## config.mk

```make
export PLATFORM = sky130hd
export DESIGN_NAME = gyro_bias_calibrate_and_remove
export DESIGN_NICKNAME = d
export VERILOG_FILES = /design/src/design/gbc_pkg.sv /design/src/design/gbc_lane.sv /design/src/design/gbc_merge.sv /design/src/design/gyro_bias_calibrate_and_remove.sv
export SDC_FILE = /design/constraint.sdc
export NUM_CORES = 2
export LEC_CHECK = 0
export BUFFER_PORTS_ARGS = -buffer_cell sky130_fd_sc_hd__buf_2
export CAP_MARGIN = 20
export CORE_MARGIN = 3
export CORE_UTILIZATION = 66
export DETAILED_ROUTE_END_ITERATION = 12
export GPL_TIMING_DRIVEN = 0
export PLACE_DENSITY = 0.83
export RECOVER_POWER = 50
export SLEW_MARGIN = 15
export SYNTH_ARGS = -nofsm -noshare
export SYNTH_HDL_FRONTEND = slang
export SYNTH_SLANG_ARGS = --single-unit
```

## constraint.sdc

```tcl
create_clock -name clk -period 11.9 [get_ports clk]
set_input_delay 0 -clock clk [delete_from_list [all_inputs] [get_ports clk]]
set_output_delay 0 -clock clk [all_outputs]
set_load 0.005 [all_outputs]
```

## src/design/gbc_pkg.sv

```systemverilog
// Package for the gyro bias calibrate-and-remove block.
// Holds the widths, the divide-by-count reciprocal, the lane control struct and saturation.
// No dependencies.
package gbc_pkg;

  localparam int SAMPLE_COUNT = 2000;
  localparam int SAMPLE_WIDTH = 16;
  localparam int THR_W        = 17;
  localparam logic [THR_W-1:0] THR_RESET = 17'd1000;

  localparam int CNT_W  = $clog2(SAMPLE_COUNT + 1);
  localparam int SUM_W  = SAMPLE_WIDTH + $clog2(SAMPLE_COUNT);
  // reciprocal scaling: 2^SHIFT > |sum| * count keeps the estimate within one of the quotient
  localparam int SHIFT   = SUM_W + CNT_W;
  localparam int RECIP_W = SHIFT - $clog2(SAMPLE_COUNT) + 1;
  localparam logic [RECIP_W-1:0] RECIP = RECIP_W'((128'd1 << SHIFT) / SAMPLE_COUNT);
  localparam int PROD_W  = SUM_W + RECIP_W;
  localparam int Q_W     = PROD_W - SHIFT;
  localparam logic [SUM_W-1:0] HALF_COUNT = SUM_W'(SAMPLE_COUNT / 2);

  localparam int WIDE_W = SAMPLE_WIDTH + 2;
  localparam int CMP_W  = (WIDE_W > THR_W) ? WIDE_W : THR_W;

  localparam logic signed [WIDE_W-1:0] SMAX = WIDE_W'((64'sd1 <<< (SAMPLE_WIDTH - 1)) - 64'sd1);
  localparam logic signed [WIDE_W-1:0] SMIN = -SMAX - WIDE_W'(1);

  typedef struct packed {
    logic clear;     // restart: drop the sum
    logic add;       // still sample: accumulate and hold it
    logic mag_en;    // offset pipeline: magnitude plus half count
    logic mul_en;    // offset pipeline: reciprocal multiply
    logic chk_en;    // offset pipeline: remainder
    logic fix_en;    // offset pipeline: correct, sign, saturate, load offset
    logic use_hold;  // correct the held sample instead of the live one
  } lane_ctrl_t;

  function automatic logic signed [SAMPLE_WIDTH-1:0] sat_sw(input logic signed [WIDE_W-1:0] v);
    logic signed [SAMPLE_WIDTH-1:0] res;
    if (v > SMAX) res = SMAX[SAMPLE_WIDTH-1:0];
    else if (v < SMIN) res = SMIN[SAMPLE_WIDTH-1:0];
    else res = v[SAMPLE_WIDTH-1:0];
    return res;
  endfunction

endpackage

```

## src/design/gbc_lane.sv

```systemverilog
// One axis lane: running sum, pipelined rounded mean for the offset, offset removal.
// Depends on gbc_pkg.
module gbc_lane (
  input  logic                                    clk,
  input  logic                                    rst,
  input  gbc_pkg::lane_ctrl_t                     ctrl,
  input  logic signed [gbc_pkg::SAMPLE_WIDTH-1:0] smp,
  output logic        [gbc_pkg::SAMPLE_WIDTH-1:0] mag,
  output logic signed [gbc_pkg::SAMPLE_WIDTH-1:0] rate
);

  logic signed [gbc_pkg::SUM_W-1:0]        sum;
  logic signed [gbc_pkg::SAMPLE_WIDTH-1:0] offset;
  logic signed [gbc_pkg::SAMPLE_WIDTH-1:0] hold;
  logic        [gbc_pkg::SUM_W-1:0]        m;
  logic                                    neg;
  logic        [gbc_pkg::PROD_W-1:0]       prod;
  logic        [gbc_pkg::Q_W-1:0]          q0;
  logic        [gbc_pkg::SUM_W-1:0]        r;

  logic signed [gbc_pkg::SAMPLE_WIDTH:0]   smp_neg;
  logic        [gbc_pkg::SUM_W-1:0]        sum_mag;
  logic        [gbc_pkg::Q_W-1:0]          q_est;
  logic        [gbc_pkg::Q_W-1:0]          q_fix;
  logic signed [gbc_pkg::Q_W:0]            q_s;
  logic signed [gbc_pkg::Q_W:0]            off_v;
  logic signed [gbc_pkg::SAMPLE_WIDTH-1:0] src;
  logic signed [gbc_pkg::WIDE_W-1:0]       diff;

  always_comb begin
    smp_neg = -((gbc_pkg::SAMPLE_WIDTH + 1)'(smp));
    mag     = smp[gbc_pkg::SAMPLE_WIDTH-1] ? smp_neg[gbc_pkg::SAMPLE_WIDTH-1:0] : smp;
    sum_mag = sum[gbc_pkg::SUM_W-1] ? -sum : sum;
    q_est   = prod[gbc_pkg::PROD_W-1:gbc_pkg::SHIFT];
    // estimate is the quotient or one short of it
    q_fix   = q0 + gbc_pkg::Q_W'(r >= gbc_pkg::SUM_W'(gbc_pkg::SAMPLE_COUNT));
    q_s     = $signed({1'b0, q_fix});
    off_v   = neg ? -q_s : q_s;
    src     = ctrl.use_hold ? hold : smp;
    diff    = gbc_pkg::WIDE_W'(src) - gbc_pkg::WIDE_W'(offset);
    rate    = gbc_pkg::sat_sw(diff);
  end

  always_ff @(posedge clk) begin
    if (rst) begin
      sum    <= '0;
      offset <= '0;
    end else begin
      if (ctrl.clear) sum <= '0;
      else if (ctrl.add) sum <= sum + gbc_pkg::SUM_W'(smp);
      if (ctrl.fix_en) offset <= gbc_pkg::sat_sw(gbc_pkg::WIDE_W'(off_v));
    end
  end

  always_ff @(posedge clk) begin
    if (ctrl.add) hold <= smp;
    if (ctrl.mag_en) begin
      m   <= sum_mag + gbc_pkg::HALF_COUNT;
      neg <= sum[gbc_pkg::SUM_W-1];
    end
    if (ctrl.mul_en) prod <= gbc_pkg::PROD_W'(m) * gbc_pkg::PROD_W'(gbc_pkg::RECIP);
    if (ctrl.chk_en) begin
      q0 <= q_est;
      r  <= m - gbc_pkg::SUM_W'(q_est) * gbc_pkg::SUM_W'(gbc_pkg::SAMPLE_COUNT);
    end
  end

endmodule

```

## src/design/gbc_merge.sv

```systemverilog
// Merging stage: sums the three lane magnitudes and compares against the motion threshold.
// Depends on gbc_pkg.
module gbc_merge (
  input  logic [gbc_pkg::SAMPLE_WIDTH-1:0] mag_x,
  input  logic [gbc_pkg::SAMPLE_WIDTH-1:0] mag_y,
  input  logic [gbc_pkg::SAMPLE_WIDTH-1:0] mag_z,
  input  logic [gbc_pkg::THR_W-1:0]        threshold,
  output logic                             still
);

  logic [gbc_pkg::CMP_W-1:0] total;

  always_comb begin
    total = gbc_pkg::CMP_W'(mag_x) + gbc_pkg::CMP_W'(mag_y) + gbc_pkg::CMP_W'(mag_z);
    still = !(total > gbc_pkg::CMP_W'(threshold));
  end

endmodule

```

## src/design/gyro_bias_calibrate_and_remove.sv

```systemverilog
// Top level of the gyro bias calibrate-and-remove block.
// Depends on gbc_pkg, gbc_lane and gbc_merge.
//
// Input channel (in_valid/in_ready) carries mode and raw_x/y/z; mode 1 restarts
// calibration. Axes are remapped (x <- y, y <- -x saturated, z <- z), each in its
// own lane. While calibrating, a still sample (summed magnitude not above
// motion_threshold) is accumulated; one too lively is flagged rejected.
// Output channel (out_valid/out_ready) gives one result per input transfer:
// rates minus offsets, saturated, with calibrated and rejected flags.
// Config channel (cfg_valid/cfg_ready/cfg_data) writes motion_threshold; always ready.
// An ordinary transfer's result is registered and valid in the next cycle. Throughput
// is one item per cycle while the receiver keeps up and the offset pipeline is idle.
// The sample that completes the count runs the offset pipeline (magnitude, reciprocal
// multiply, remainder, correction), and input is held off until its result is loaded
// into the output register.
// A stalled receiver holds the output register; a new item is taken while the held
// result is being transferred out.
// Reset: sums, offsets, count and calibration-done flag cleared, threshold 1000, no result pending.
module gyro_bias_calibrate_and_remove (
  input  logic                                    clk,
  input  logic                                    rst,
  input  logic                                    cfg_valid,
  output logic                                    cfg_ready,
  input  logic [gbc_pkg::THR_W-1:0]               cfg_data,
  input  logic                                    in_valid,
  output logic                                    in_ready,
  input  logic                                    mode,
  input  logic signed [gbc_pkg::SAMPLE_WIDTH-1:0] raw_x,
  input  logic signed [gbc_pkg::SAMPLE_WIDTH-1:0] raw_y,
  input  logic signed [gbc_pkg::SAMPLE_WIDTH-1:0] raw_z,
  output logic                                    out_valid,
  input  logic                                    out_ready,
  output logic signed [gbc_pkg::SAMPLE_WIDTH-1:0] rate_x,
  output logic signed [gbc_pkg::SAMPLE_WIDTH-1:0] rate_y,
  output logic signed [gbc_pkg::SAMPLE_WIDTH-1:0] rate_z,
  output logic                                    calibrated,
  output logic                                    rejected
);

  typedef enum logic [5:0] {
    ST_RUN = 6'b000001,
    ST_MAG = 6'b000010,
    ST_MUL = 6'b000100,
    ST_CHK = 6'b001000,
    ST_FIX = 6'b010000,
    ST_OUT = 6'b100000
  } state_t;

  state_t                          state;
  state_t                          state_next;
  logic [gbc_pkg::THR_W-1:0]       threshold;
  logic [gbc_pkg::CNT_W-1:0]       count;
  logic                            done;

  logic signed [gbc_pkg::SAMPLE_WIDTH-1:0] s_x, s_y, s_z;
  logic        [gbc_pkg::SAMPLE_WIDTH-1:0] mag_x, mag_y, mag_z;
  logic signed [gbc_pkg::SAMPLE_WIDTH-1:0] cor_x, cor_y, cor_z;
  logic                            still;
  logic                            acc, sample, restart, take, last, out_free;
  gbc_pkg::lane_ctrl_t             ctrl;

  assign cfg_ready = 1'b1;

  always_comb begin
    s_x = raw_y;
    s_y = gbc_pkg::sat_sw(-gbc_pkg::WIDE_W'(raw_x));
    s_z = raw_z;

    out_free = !out_valid || out_ready;
    in_ready = (state == ST_RUN) && out_free;
    acc      = in_valid && in_ready;
    sample   = acc && !mode;
    restart  = acc && mode;
    take     = sample && !done && still;
    last     = take && (count == gbc_pkg::CNT_W'(gbc_pkg::SAMPLE_COUNT - 1));

    ctrl.clear    = restart;
    ctrl.add      = take;
    ctrl.mag_en   = (state == ST_MAG);
    ctrl.mul_en   = (state == ST_MUL);
    ctrl.chk_en   = (state == ST_CHK);
    ctrl.fix_en   = (state == ST_FIX);
    ctrl.use_hold = (state == ST_OUT);

    state_next = state;
    unique case (state)
      ST_RUN: if (last) state_next = ST_MAG;
      ST_MAG: state_next = ST_MUL;
      ST_MUL: state_next = ST_CHK;
      ST_CHK: state_next = ST_FIX;
      ST_FIX: state_next = ST_OUT;
      ST_OUT: if (out_free) state_next = ST_RUN;
      default: state_next = ST_RUN;
    endcase
  end

  gbc_lane lane_x (.clk(clk), .rst(rst), .ctrl(ctrl), .smp(s_x), .mag(mag_x), .rate(cor_x));
  gbc_lane lane_y (.clk(clk), .rst(rst), .ctrl(ctrl), .smp(s_y), .mag(mag_y), .rate(cor_y));
  gbc_lane lane_z (.clk(clk), .rst(rst), .ctrl(ctrl), .smp(s_z), .mag(mag_z), .rate(cor_z));

  gbc_merge merge (
    .mag_x(mag_x), .mag_y(mag_y), .mag_z(mag_z), .threshold(threshold), .still(still)
  );

  always_ff @(posedge clk) begin
    if (rst) begin
      state     <= ST_RUN;
      threshold <= gbc_pkg::THR_RESET;
      count     <= '0;
      done      <= 1'b0;
      out_valid <= 1'b0;
    end else begin
      state <= state_next;
      if (cfg_valid && cfg_ready) threshold <= cfg_data;
      if (restart) begin
        count <= '0;
        done  <= 1'b0;
      end else if (take) begin
        count <= count + gbc_pkg::CNT_W'(1);
        if (last) done <= 1'b1;
      end
      if (out_valid && out_ready) out_valid <= 1'b0;
      // the completing sample is delivered from the offset pipeline instead
      if ((acc && !last) || ((state == ST_OUT) && out_free)) out_valid <= 1'b1;
    end
  end

  always_ff @(posedge clk) begin
    if (acc && !last) begin
      if (restart) begin
        rate_x     <= '0;
        rate_y     <= '0;
        rate_z     <= '0;
        calibrated <= 1'b0;
        rejected   <= 1'b0;
      end else begin
        rate_x     <= cor_x;
        rate_y     <= cor_y;
        rate_z     <= cor_z;
        calibrated <= done;
        rejected   <= !done && !still;
      end
    end else if ((state == ST_OUT) && out_free) begin
      rate_x     <= cor_x;
      rate_y     <= cor_y;
      rate_z     <= cor_z;
      calibrated <= 1'b1;
      rejected   <= 1'b0;
    end
  end

  a_last_starts_div: assert property (@(posedge clk) disable iff (rst)
    last |=> (state == ST_MAG) && done)
    else $error("completing sample did not start the offset pipeline");

  a_fix_then_out: assert property (@(posedge clk) disable iff (rst)
    (state == ST_FIX) |=> (state == ST_OUT) && done)
    else $error("offset load not followed by delivery");

  a_count_bound: assert property (@(posedge clk) disable iff (rst)
    !done |-> (count < gbc_pkg::CNT_W'(gbc_pkg::SAMPLE_COUNT)))
    else $error("sample count passed the target while calibrating");

  a_restart_result: assert property (@(posedge clk) disable iff (rst)
    restart |=> out_valid && !calibrated && !rejected && !done)
    else $error("restart result or state wrong");

  a_flags_excl: assert property (@(posedge clk) disable iff (rst)
    out_valid |-> !(calibrated && rejected))
    else $error("result both calibrated and rejected");

endmodule
```

==> results.json <==
{
  "status": "finished, violations left",
  "violations": "max-capacitance violations, max-slew violations",
  "yosys.cell_types.count": 93,
  "fin_crit_ns": 10.00,
  "grt_overflow": 0,
  "drt_wl_total_um": 195000,
  "worstHoldPathType": "input pin to flip-flop",
  "grt_pass1_wl_um": 309000,
  "cts_tree": "built",
  "crit_family": "compound AO/OA/AOI/OAI gates",
  "drive_gt1_frac": 0.0313,
  "cp-start-kind": "input pin",
  "rsz0062_at_grt": "false",
  "die_area_um2": 115000,
  "ys_seq_area_frac": 0.190,
  "cp_common_cell": "a21oi_1",
  "remaining_drc_errors": 0,
  "worst_pin_slew_ns": 4.82,
  "synthSimpleGateAreaFrac": 0.102,
  "clock_latency_ns": 0.74,
  "crit_fanout": 10,
  "worstHoldPathCells": 4,
  "final_common_cell": "inv_1",
  "cts_resized": 0,
  "post-place-ws_ns": 2.23,
  "firstDrtPassIters": 7,
  "io_buffers": 120,
  "yosys_warnings": 0,
  "grt_use_total": 0.340,
  "p_leak_nw": 37.7,
  "initial_utilization": 0.668,
  "synth_seq_cells": 518,
  "core_um2": 109000,
  "yosys-mux-area-fraction": 0.00504,
  "power_w": 0.00671,
  "ant_nets": 0,
  "path_class": "input pin to flip-flop",
  "critPathArrivalTime_ns": 10.52,
  "finalCritPeriodShare": 0.840,
  "end_kind": "flip-flop",
  "synthArstFlopShare": 0,
  "r2r-end": "lane_x.prod[54]",
  "synth_xor_area_frac": 0.0646,
  "r2r_slack_ns": 3.54,
  "worst_slack_ns": 1.90,
  "fin_nets": 10032,
  "ctsHtreeMaxLevel": 2,
  "clockRootBuffer": "clkbuf_16",
  "syn_inst": 7611,
  "clock.fmax_mhz": 100,
  "cpPeakStageDelay_ns": 0.91,
  "setup_viol": 0,
  "synth_ff_type": "edfxtp_1",
  "cts_sinks": 518,
  "io_pins": 124,
  "peakVddDrop_mv": 0.141,
  "reg2reg_from": "lane_x.m[10]",
  "drv_cap": 5,
  "final_cell_mix": "inv_1, ha_1, fa_1, nand2_1, a21oi_1",
  "gp_congestion": 0.997,
  "setup_tns_ns": 0,
  "via_per_inst": 6.02,
  "finalHoldViolCount": 0,
  "syn_avg_cell_area_um2": 9.59,
  "numCtsBuffers": 60,
  "routedWlPerCell_um": 20.7,
  "worst_path_max_delay_cell": "clkbuf_1",
  "path_clk_slew_ns": 0.07,
  "synth_fa_ha_area_frac": 0.445,
  "reg2reg_depth": 23,
  "syn_nets": 9771,
  "synth_compound_area_frac": 0.109,
  "antenna_found_initial": 9,
  "crit_cells": 37,
  "vias": 56637,
  "die_w_um": 339,
  "critPathBufInv": 4,
  "num_rows": 121,
  "hold_path_end": "lane_y.hold[9]",
  "crit_required_ns": 12.42,
  "dp_hpwl_um": 157000,
  "min-delay-start": "raw_x[9]",
  "clock_skew_ns": 0.0847,
  "synth_top_family_by_area": "adder cells",
  "clk_path_buf_depth": 3,
  "synth-edff-count": 353,
  "synth_area_um2": 73000,
  "dr.first_iter.drc_count": 4931,
  "grt_pass1_vias": 57481,
  "grt_max_degree": 81,
  "fp.dieH_um": 339,
  "area_growth_pct": 7.34,
  "powerDensity_nw_per_um2": 85.6,
  "slew_headroom": -2.22,
  "slew_violations": 232
}
## layer usage
layer  track usage  wire length (um)
met5             0                27
met3        0.0655             19700
met4         0.106              7020
met2         0.536             87100
met1         0.477             80700
## repair_timing
item | 4_1_cts | 5_1_grt
buffers inserted | 0 | 0
hold buffers | 73 | 0
endpoints found under the hold margin | 76 | 0
## flip-flops by register name (all words and copies together) (netlist names), 17 cells and up
| register | count |
|---|---|
| lane_z.r | 23 |
| lane_x.r | 23 |
| lane_y.m | 27 |
| lane_x.m | 27 |
| threshold | 17 |
| lane_z.prod | 17 |
| lane_x.sum | 27 |
| lane_z.sum | 27 |
| lane_y.r | 23 |
| lane_y.sum | 27 |
| lane_x.q0 | 17 |
| lane_y.prod | 17 |
| lane_x.prod | 17 |
| lane_z.q0 | 17 |
| lane_y.q0 | 17 |
| lane_z.m | 27 |
## power by group
| group | switching (W) | internal, W | leakage (nW) | total, W |
|---|---|---|---|---|
| sequential | 0.000118 | 0.00210 | 4.64 | 0.00221 |
| combinational | 0.00158 | 0.000897 | 32.0 | 0.00248 |
| clock | 0.000895 | 0.00113 | 1.02 | 0.00202 |
| total | 0.00259 | 0.00412 | 37.7 | 0.00671 |
## tightest hold or removal path, cell delays in order
cell	delay, ns
buf_2	0.10
o31ai_1	0.08
nand3_1	0.16
nand2_1	0.16
## cell usage after synthesis, types with 23 or more instances
cell | instances | area share
mux2i_1 | 30 | 0.0041
or4_1 | 24 | 0.0025
clkbuf_1 | 117 | 0.0060
fa_1 | 850 | 0.23
ha_1 | 1239 | 0.21
edfxtp_1 | 353 | 0.15
a221oi_1 | 34 | 0.0041
a21o_1 | 119 | 0.012
nor2_1 | 338 | 0.017
dfxtp_1 | 165 | 0.045
o211ai_1 | 35 | 0.0036
xor2_1 | 212 | 0.025
nand3_1 | 134 | 0.0092
o31ai_1 | 48 | 0.0049
a21oi_1 | 388 | 0.027
nand4_1 | 56 | 0.0048
nor4_1 | 41 | 0.0035
nand2_1 | 525 | 0.027
xnor2_1 | 327 | 0.039
o21ai_0 | 256 | 0.018
nor3_1 | 108 | 0.0074
o21a_1 | 46 | 0.0047
and3_1 | 46 | 0.0039
or3_1 | 44 | 0.0038
and2_1 | 23 | 0.0020
a211oi_1 | 68 | 0.0070
nor2b_1 | 59 | 0.0051
inv_1 | 1472 | 0.076
nand2b_1 | 67 | 0.0057
o21bai_1 | 28 | 0.0029
or2_2 | 32 | 0.0027
a31oi_1 | 40 | 0.0034
## through the flow
step,hold slack (ns),cell area [um2],instances,utilization
2_1_floorplan,0.0989,73000,7611,-
3_3_place_gp,0.220,75500,9207,0.690
3_5_place_dp,0.225,75600,9213,0.692
4_1_cts,0.000301,78500,9400,0.718
5_1_grt,0.0624,78400,9401,0.717
6_report,0.0253,78400,9405,0.717
## kinds of logic (layout without fill, tap and decap cells)
group | after synthesis | in the layout
other cells | 1 | 6
fa+ha+maj | 2090 | 2090
simple gates | 1561 | 1561
xor+xnor | 539 | 539
mux | 36 | 36
flops | 518 | 518
buf+inv | 1607 | 1920
compound gates | 1259 | 1259
## layout make-up
class | instances | area (um2)
Multi-Input combinational cell | 5486 | 53100
Fill cell | 7967 | 30900
Sequential cell | 518 | 13900
Inverter | 1474 | 5540
Tap cell | 1476 | 1850
Clock buffer | 73 | 1650
Timing Repair Buffer | 199 | 1340
Buffer | 133 | 507
Clock inverter | 41 | 498
Antenna cell | 5 | 12.5
## worst max-delay path by stage
stage | start | endpoint | slack (ns)
after global routing | raw_x[0] | count[0] | 1.22
final | raw_x[0] | count[0] | 1.90
after global placement | raw_x[1] | rate_z[3] | -0.58
after floorplan | raw_x[5] | calibrated | 2.76
after CTS | raw_x[2] | count[0] | 2.32
after detailed placement | raw_x[1] | count[0] | 2.23
Power figures use the tool's default switching activity.
